`src/joystick_radial_clamp_defines.svh`:
```
// ----------------------------------------------------------------------------
// joystick radial clamp assertion macros
// wraps concurrent assertions so synthesis sees nothing of them
// ----------------------------------------------------------------------------
`ifndef JOYSTICK_RADIAL_CLAMP_DEFINES_SVH
`define JOYSTICK_RADIAL_CLAMP_DEFINES_SVH

`ifndef SYNTHESIS

// property must hold at every edge out of reset
`define JRC_ASSERT(label, prop, msg) \
	label: assert property (@(posedge clk) disable iff (!arst_n) (prop)) else $error(msg);

// antecedent in this cycle implies consequent in the next
`define JRC_ASSERT_NEXT(label, ante, cons, msg) \
	label: assert property (@(posedge clk) disable iff (!arst_n) (ante) |=> (cons)) \
		else $error(msg);

`else

`define JRC_ASSERT(label, prop, msg)
`define JRC_ASSERT_NEXT(label, ante, cons, msg)

`endif

`endif

```
`src/jrc_pkg.sv`:
```
`timescale 1ns / 1ps
// ----------------------------------------------------------------------------
// jrc_pkg
// shared types and constants of the joystick radial clamp pipeline
// ----------------------------------------------------------------------------
package jrc_pkg;

	localparam int RawW  = 10;
	localparam int AxisW = 7;
	localparam int FracW = 7;
	localparam int ProdW = 2 * AxisW;
	localparam int SumW  = ProdW + 1;
	localparam int Iters = 6;

	localparam logic [AxisW-1:0] AxisMax  = 7'd127;
	localparam logic [AxisW-1:0] FactorLo = 7'd64;
	localparam logic [AxisW-1:0] FactorHi = 7'd127;
	localparam logic [ProdW-1:0] RadiusSq = 14'd16129;

	typedef struct packed {
		logic [RawW-1:0] x_raw;
		logic [RawW-1:0] y_raw;
	} jrc_in_t;

	typedef struct packed {
		logic [RawW-1:0] x_out;
		logic [RawW-1:0] y_out;
		logic            was_scaled;
	} jrc_out_t;

	// state of one item as it moves down the search pipeline
	typedef struct packed {
		logic [RawW-1:0]  x_raw;
		logic [RawW-1:0]  y_raw;
		logic [AxisW-1:0] a;
		logic [AxisW-1:0] b;
		logic [AxisW-1:0] lo;
		logic [AxisW-1:0] hi;
		logic [AxisW-1:0] mid;
		logic [AxisW-1:0] sa;
		logic [AxisW-1:0] sb;
		logic             outside;
	} jrc_work_t;

endpackage

```
`src/jrc_prep.sv`:
```
`timescale 1ns / 1ps
// ----------------------------------------------------------------------------
// jrc_prep
// quarter-scale clamp of both axes and the outside-circle test
// ----------------------------------------------------------------------------
module jrc_prep (
	input  logic              clk,
	input  logic              arst_n,
	input  logic              en,
	input  logic              in_valid,
	input  jrc_pkg::jrc_in_t  in_data,
	output logic              out_valid,
	output jrc_pkg::jrc_work_t out_work
);

	logic [jrc_pkg::AxisW-1:0] a;
	logic [jrc_pkg::AxisW-1:0] b;
	logic [jrc_pkg::ProdW-1:0] sq_a;
	logic [jrc_pkg::ProdW-1:0] sq_b;
	logic [jrc_pkg::SumW-1:0]  mag;
	jrc_pkg::jrc_work_t        work;
	logic                      valid_s1;
	jrc_pkg::jrc_work_t        work_s1;

	// raw / 4 exceeds 127 only when the top bit is set
	assign a    = in_data.x_raw[9] ? jrc_pkg::AxisMax : in_data.x_raw[8:2];
	assign b    = in_data.y_raw[9] ? jrc_pkg::AxisMax : in_data.y_raw[8:2];
	assign sq_a = a * a;
	assign sq_b = b * b;
	assign mag  = {1'b0, sq_a} + {1'b0, sq_b};

	always_comb begin
		work         = '0;
		work.x_raw   = in_data.x_raw;
		work.y_raw   = in_data.y_raw;
		work.a       = a;
		work.b       = b;
		work.lo      = jrc_pkg::FactorLo;
		work.hi      = jrc_pkg::FactorHi;
		work.outside = (mag > {1'b0, jrc_pkg::RadiusSq});
	end

	always_ff @(posedge clk or negedge arst_n) begin
		if (!arst_n) begin
			valid_s1 <= 1'b0;
		end else if (en) begin
			valid_s1 <= in_valid;
		end
	end

	always_ff @(posedge clk) begin
		if (en) begin
			work_s1 <= work;
		end
	end

	assign out_valid = valid_s1;
	assign out_work  = work_s1;

endmodule

```
`src/jrc_iter.sv`:
```
`timescale 1ns / 1ps
// ----------------------------------------------------------------------------
// jrc_iter
// one binary search step over the scale factor, split in two stages
// ----------------------------------------------------------------------------
module jrc_iter (
	input  logic               clk,
	input  logic               arst_n,
	input  logic               en,
	input  logic               in_valid,
	input  jrc_pkg::jrc_work_t in_work,
	output logic               out_valid,
	output jrc_pkg::jrc_work_t out_work
);

	logic [jrc_pkg::AxisW:0]   mid_sum;
	logic [jrc_pkg::AxisW-1:0] mid;
	logic [jrc_pkg::ProdW-1:0] prod_a;
	logic [jrc_pkg::ProdW-1:0] prod_b;
	jrc_pkg::jrc_work_t        work_mid;
	logic                      valid_s1;
	jrc_pkg::jrc_work_t        work_s1;
	logic [jrc_pkg::ProdW-1:0] sq_a;
	logic [jrc_pkg::ProdW-1:0] sq_b;
	logic [jrc_pkg::SumW-1:0]  mag;
	logic                      fits;
	jrc_pkg::jrc_work_t        work_next;
	logic                      valid_s2;
	jrc_pkg::jrc_work_t        work_s2;

	// stage 1: midpoint and scaled axes
	assign mid_sum = {1'b0, in_work.lo} + {1'b0, in_work.hi} + 8'd1;
	assign mid     = mid_sum[jrc_pkg::AxisW:1];
	assign prod_a  = in_work.a * mid;
	assign prod_b  = in_work.b * mid;

	always_comb begin
		work_mid     = in_work;
		work_mid.mid = mid;
		work_mid.sa  = prod_a[jrc_pkg::ProdW-1:jrc_pkg::FracW];
		work_mid.sb  = prod_b[jrc_pkg::ProdW-1:jrc_pkg::FracW];
	end

	always_ff @(posedge clk or negedge arst_n) begin
		if (!arst_n) begin
			valid_s1 <= 1'b0;
			valid_s2 <= 1'b0;
		end else if (en) begin
			valid_s1 <= in_valid;
			valid_s2 <= valid_s1;
		end
	end

	always_ff @(posedge clk) begin
		if (en) begin
			work_s1 <= work_mid;
		end
	end

	// stage 2: squared length of the scaled pair, narrow the range
	assign sq_a = work_s1.sa * work_s1.sa;
	assign sq_b = work_s1.sb * work_s1.sb;
	assign mag  = {1'b0, sq_a} + {1'b0, sq_b};
	assign fits = (mag <= {1'b0, jrc_pkg::RadiusSq});

	always_comb begin
		work_next = work_s1;
		if (fits) begin
			work_next.lo = work_s1.mid;
		end else begin
			work_next.hi = work_s1.mid - 7'd1;
		end
	end

	always_ff @(posedge clk) begin
		if (en) begin
			work_s2 <= work_next;
		end
	end

	assign out_valid = valid_s2;
	assign out_work  = work_s2;

endmodule

```
`src/joystick_radial_clamp.sv`:
```
`timescale 1ns / 1ps
// ----------------------------------------------------------------------------
// joystick_radial_clamp
// pulls a joystick sample back onto a circle of radius 127 at quarter scale
// ----------------------------------------------------------------------------
//
// channel | handshake          | payload
// --------+--------------------+--------------------------------------
// in      | in_valid/in_ready  | in_data  (x_raw, y_raw)
// out     | out_valid/out_ready| out_data (x_out, y_out, was_scaled)
//
// the pipeline has one clamp stage, six search steps of two stages
// each (scale multiply, then square and compare), one output stage
// one item enters per cycle while not stalled; the whole pipeline advances together
// a stall holds every stage while the output register is full and not taken
// reset clears only the valid bits; the data registers are not reset
//
`include "joystick_radial_clamp_defines.svh"

module joystick_radial_clamp (
	input  logic              clk,
	input  logic              arst_n,
	input  logic              in_valid,
	output logic              in_ready,
	input  jrc_pkg::jrc_in_t  in_data,
	output logic              out_valid,
	input  logic              out_ready,
	output jrc_pkg::jrc_out_t out_data
);

	// pipeline moves whenever the output slot is free or being drained
	logic en;

	// valid and work between stages: index 0 after the clamp stage,
	// index k after search step k
	logic               stage_valid [jrc_pkg::Iters+1];
	jrc_pkg::jrc_work_t stage_work  [jrc_pkg::Iters+1];

	// final scaling
	jrc_pkg::jrc_work_t        last_work;
	logic [jrc_pkg::ProdW-1:0] fin_a;
	logic [jrc_pkg::ProdW-1:0] fin_b;
	jrc_pkg::jrc_out_t         result;

	// output register
	logic              out_valid_q;
	jrc_pkg::jrc_out_t out_data_q;

	assign en       = !out_valid_q || out_ready;
	assign in_ready = en;

	// clamp each axis and test against the circle
	jrc_prep u_prep (
		.clk       (clk),
		.arst_n    (arst_n),
		.en        (en),
		.in_valid  (in_valid),
		.in_data   (in_data),
		.out_valid (stage_valid[0]),
		.out_work  (stage_work[0])
	);

	// six halvings take the factor range 64..127 down to one value
	for (genvar gi = 0; gi < jrc_pkg::Iters; gi++) begin : g_iter
		jrc_iter u_iter (
			.clk       (clk),
			.arst_n    (arst_n),
			.en        (en),
			.in_valid  (stage_valid[gi]),
			.in_work   (stage_work[gi]),
			.out_valid (stage_valid[gi+1]),
			.out_work  (stage_work[gi+1])
		);
	end

	assign last_work = stage_work[jrc_pkg::Iters];

	// scale by the chosen factor, back to full range by times 4
	assign fin_a = last_work.a * last_work.lo;
	assign fin_b = last_work.b * last_work.lo;

	always_comb begin
		if (last_work.outside) begin
			result.x_out      = {1'b0, fin_a[jrc_pkg::ProdW-1:jrc_pkg::FracW], 2'b00};
			result.y_out      = {1'b0, fin_b[jrc_pkg::ProdW-1:jrc_pkg::FracW], 2'b00};
			result.was_scaled = 1'b1;
		end else begin
			// inside or on the circle: raw samples pass through untouched
			result.x_out      = last_work.x_raw;
			result.y_out      = last_work.y_raw;
			result.was_scaled = 1'b0;
		end
	end

	always_ff @(posedge clk or negedge arst_n) begin
		if (!arst_n) begin
			out_valid_q <= 1'b0;
		end else if (en) begin
			out_valid_q <= stage_valid[jrc_pkg::Iters];
		end
	end

	always_ff @(posedge clk) begin
		if (en) begin
			out_data_q <= result;
		end
	end

	assign out_valid = out_valid_q;
	assign out_data  = out_data_q;

	// ready drops only behind a full, untaken output register
	`JRC_ASSERT(a_ready_stall, !in_ready |-> (out_valid && !out_ready), "ready low without stall")

	// a stalled pipeline keeps the item in front of the output stage
	`JRC_ASSERT_NEXT(a_stall_holds, !in_ready, $stable(stage_valid[jrc_pkg::Iters]), "pipeline moved during stall")

	// a scaled item has clear low bits and lies inside the circle
	`JRC_ASSERT(a_scaled_inside, (out_valid && out_data.was_scaled) |-> (out_data.x_out[1:0] == 2'b00 && out_data.y_out[1:0] == 2'b00 && ({6'd0, out_data.x_out[9:2]} * {6'd0, out_data.x_out[9:2]} + {6'd0, out_data.y_out[9:2]} * {6'd0, out_data.y_out[9:2]} <= 14'd16129)), "scaled item outside circle")

endmodule
```
`config.mk`:
```
export PLATFORM = sky130hd
export DESIGN_NAME = joystick_radial_clamp
export DESIGN_NICKNAME = d
export VERILOG_FILES = /design/src/jrc_pkg.sv /design/src/jrc_prep.sv /design/src/jrc_iter.sv /design/src/joystick_radial_clamp.sv
export VERILOG_INCLUDE_DIRS = /design/src /design/src/src
export SDC_FILE = /design/constraint.sdc
export NUM_CORES = 2
export LEC_CHECK = 0
export BUFFER_PORTS_ARGS = -buffer_cell sky130_fd_sc_hd__buf_2
export CAP_MARGIN = 20
export CORE_ASPECT_RATIO = 2
export CORE_MARGIN = 1.5
export CORE_UTILIZATION = 25
export DETAILED_ROUTE_END_ITERATION = 6
export GPL_ROUTABILITY_DRIVEN = 0
export SETUP_SLACK_MARGIN = 0.02
export SKIP_CTS_REPAIR_TIMING = 1
export SLEW_MARGIN = 20
export SYNTH_ARGS = -nofsm -noshare
export SYNTH_HDL_FRONTEND = slang
export SYNTH_SLANG_ARGS = --single-unit
export TNS_END_PERCENT = 50
```
`constraint.sdc`:
```
create_clock -name clk -period 24 [get_ports clk]
set_input_delay 1.2 -clock clk [delete_from_list [all_inputs] [get_ports clk]]
set_output_delay 1.2 -clock clk [all_outputs]
set_load 0.1 [all_outputs]
```
==> results.ini <==
[floorplan]
rows=238
start_util_pct=25.1
core_um2=210000
die_x_um=327
die_y_um=652
num_io_pins=47
dieArea_um2=213000

[sta]
hold_slack_ns=0.401
min_period_ns=7.10
max-slew-margin-rel_pct=29.6
tightest_slew_ns=1.06
final-hold-violation-count=0
fmax_mhz=141
period_share_pct=29.6
grt_setup_unrepaired=false
clock_skew_ns=0.0267
tns_ns=0
setup_violations=0
final-max-slew-violation-count=0

[synth]
ys_types=73
synthArstFlopShare_pct=2.12
postSynthCellCount=4401
syn_area_per_cell_um2=12.0
ys_seq_elements=661
synth_flop_cell=edfxtp_1
synth_edf_count=647
synth_nets=5673
yosys_warnings=0
ys_seq_area_share_pct=37.6
syn_area_um2=52600

[global_routing]
grt_remaining_overflow=0
track_usage_pct=9.67
grt_pass1_vias=34100
grt_max_degree=198
grt_pass1_wl_um=168000
antenna_found_initial=1

[finish]
final_cell_mix=796 x inv_1, 695 x ha_1, 647 x edfxtp_1
diodes=0
syn_to_final_growth_pct=11.9
final_common_cell=inv_1
utilization_pct=28.1
drive_gt1_share_pct=5.68
final_nets=5753
fin_cells=7303

[worst_setup_path]
critical-path-max-stage-delay_ns=0.55
crit_path_frequent_cell=inv_1
startpoint=g_iter[4].u_iter.work_next[5]$_DFFE_PP_
path_class=reg -> reg
path_buf_inv=6
r2r_start=g_iter[4].u_iter.work_next[5]$_DFFE_PP_
critPathArrivalTime_ns=7.47
worstSetupEndpointType=flop
cp_max_fo=12
cp_slowest_cell=fa_1
crit_chain=inv_1 > nor2_1 > ha_1 > xor2_1 > fa_1 > inv_1 > fa_1 > inv_1 > fa_1 > inv_1 > fa_1 > inv_1 > fa_1 > inv_1 > ha_1 > o21ai_0 > a21oi_2 > mux2_1 > o22ai_1 > a221o_1 > or4_4 > nor3b_2 > a211o_2 > mux2_2
cpLargestDelayFamily=adder cells
critPathRequiredTime_ns=24.36
crit_path_start_kind=flop

[clock_network]
clock_sinks=661
clk_pin_slew_worst_paths_ns=0.06
ctsHtreeMaxLevel=3
clockBufferDepth=3
cts_tree=yes
numCtsBuffers=77
cts_root_buf=clkbuf_16
insertion_delay_ns=0.63

[route]
routed_wl_um=102000
drc=0
first_pass_iters=5
viasPerCell=4.23
drt_iter0_drc=1274
ant_nets=0
wl_per_cell_um=13.9
vias=30900

[placement]
dp_cells=7162
portBuffers=46
dp_hpwl_um=82800

[status]
status=complete, no violations

[job]
max_cap_violations=0

[worst_hold_path]
min_from=g_iter[4].u_iter.work_next[36]$_DFFE_PP_
hold_path_class=reg -> reg

-- Yosys cell counts, drive strengths merged (18+ instances only) --
| master | count | area, um^2 |
|---|---|---|
| inv | 796 | 2990 |
| ha | 695 | 8700 |
| edfxtp | 647 | 19400 |
| fa | 553 | 11100 |
| nand2 | 367 | 1380 |
| and2 | 277 | 1730 |
| nor2 | 136 | 510 |
| xnor2 | 121 | 1060 |
| a21oi | 109 | 549 |
| nor2b | 85 | 532 |
| xor2 | 69 | 604 |
| o21ai | 62 | 310 |
| a21o | 58 | 435 |
| clkbuf | 58 | 218 |
| mux2 | 46 | 544 |
| nor3 | 36 | 180 |
| o21bai | 23 | 173 |
| nand2b | 21 | 131 |
| o21a | 21 | 158 |
| nand3 | 18 | 90.1 |
-- kinds of logic after synthesis --
family	synth area share (%)
compound gates	4.53
flops	37.6
buf+inv	6.17
fa+ha+maj	37.6
mux	1.28
xor+xnor	3.16
simple gates	9.72
-- flip-flops by register name, summed over array words and instances, names as in the netlist --
name                     flops
g_iter.u_iter.work_next    316
g_iter.u_iter.out_work     250
u_prep.out_valid             1
g_iter.u_iter.valid_s1       6
out_data                    21
g_iter.u_iter.work_s1       25
g_iter.u_iter.out_valid      6
out_valid                    1
u_prep.out_work             35
-- worst register-to-register path: stages, from the launching register on --
cell,delay [ns]
edfxtp_1,0.49
inv_1,0.21
nor2_1,0.09
ha_1,0.32
xor2_1,0.19
fa_1,0.55
inv_1,0.05
fa_1,0.48
inv_1,0.05
fa_1,0.47
inv_1,0.05
fa_1,0.49
inv_1,0.06
fa_1,0.51
inv_1,0.05
ha_1,0.41
o21ai_0,0.15
a21oi_2,0.14
mux2_1,0.15
o22ai_1,0.07
a221o_1,0.35
or4_4,0.55
nor3b_2,0.17
a211o_2,0.40
mux2_2,0.41
-- metrics by stage --
step           worst slack [ns]  area (um^2)
6_report                  16.90        58900
5_1_grt                   16.55        58900
4_1_cts                   16.83        58900
3_5_place_dp              16.39        56200
3_3_place_gp              16.44        56200
2_1_floorplan              1.44        52600
-- layout make-up --
cell class | count | area (um^2)
multi-input combinational | 2881 | 29600
sequential | 661 | 19800
clock buffer | 93 | 2040
fill | 21500 | 151000
clock inverter | 48 | 608
inverter | 796 | 2990
tap | 2760 | 3450
timing repair buffer | 64 | 378
-- worst paths after layout --
kind | endpoint | slack (ns) | cells after the start
hold reg to reg | g_iter[4].u_iter.out_work[36]$_DFFE_PP_ | 0.40 | 0
max in group asynchronous | g_iter[2].u_iter.valid_s1$_DFFE_PN0P_ | 23.29 | 1
setup / recovery | g_iter[4].u_iter.out_work[28]$_DFFE_PP_ | 16.90 | 24
setup reg to reg | g_iter[4].u_iter.out_work[28]$_DFFE_PP_ | 16.90 | 24
hold / removal | g_iter[4].u_iter.out_work[36]$_DFFE_PP_ | 0.40 | 0
min in group asynchronous | g_iter[3].u_iter.out_valid$_DFFE_PN0P_ | 0.48 | 1
-- per-layer routing --
layer / global-route usage [%] / up-vias / part of all wire (%)
met2: 20.4 / 413 / 59
li1: - / 14700 / -
met5: 0 / - / 0
met4: 3.84 / 0 / 4.2
met3: 1.08 / 224 / 2.2
met1: 9.10 / 15600 / 34
Power is not shown: default switching activity piles up to over one toggle a cycle in this logic, so the estimate is an artifact.
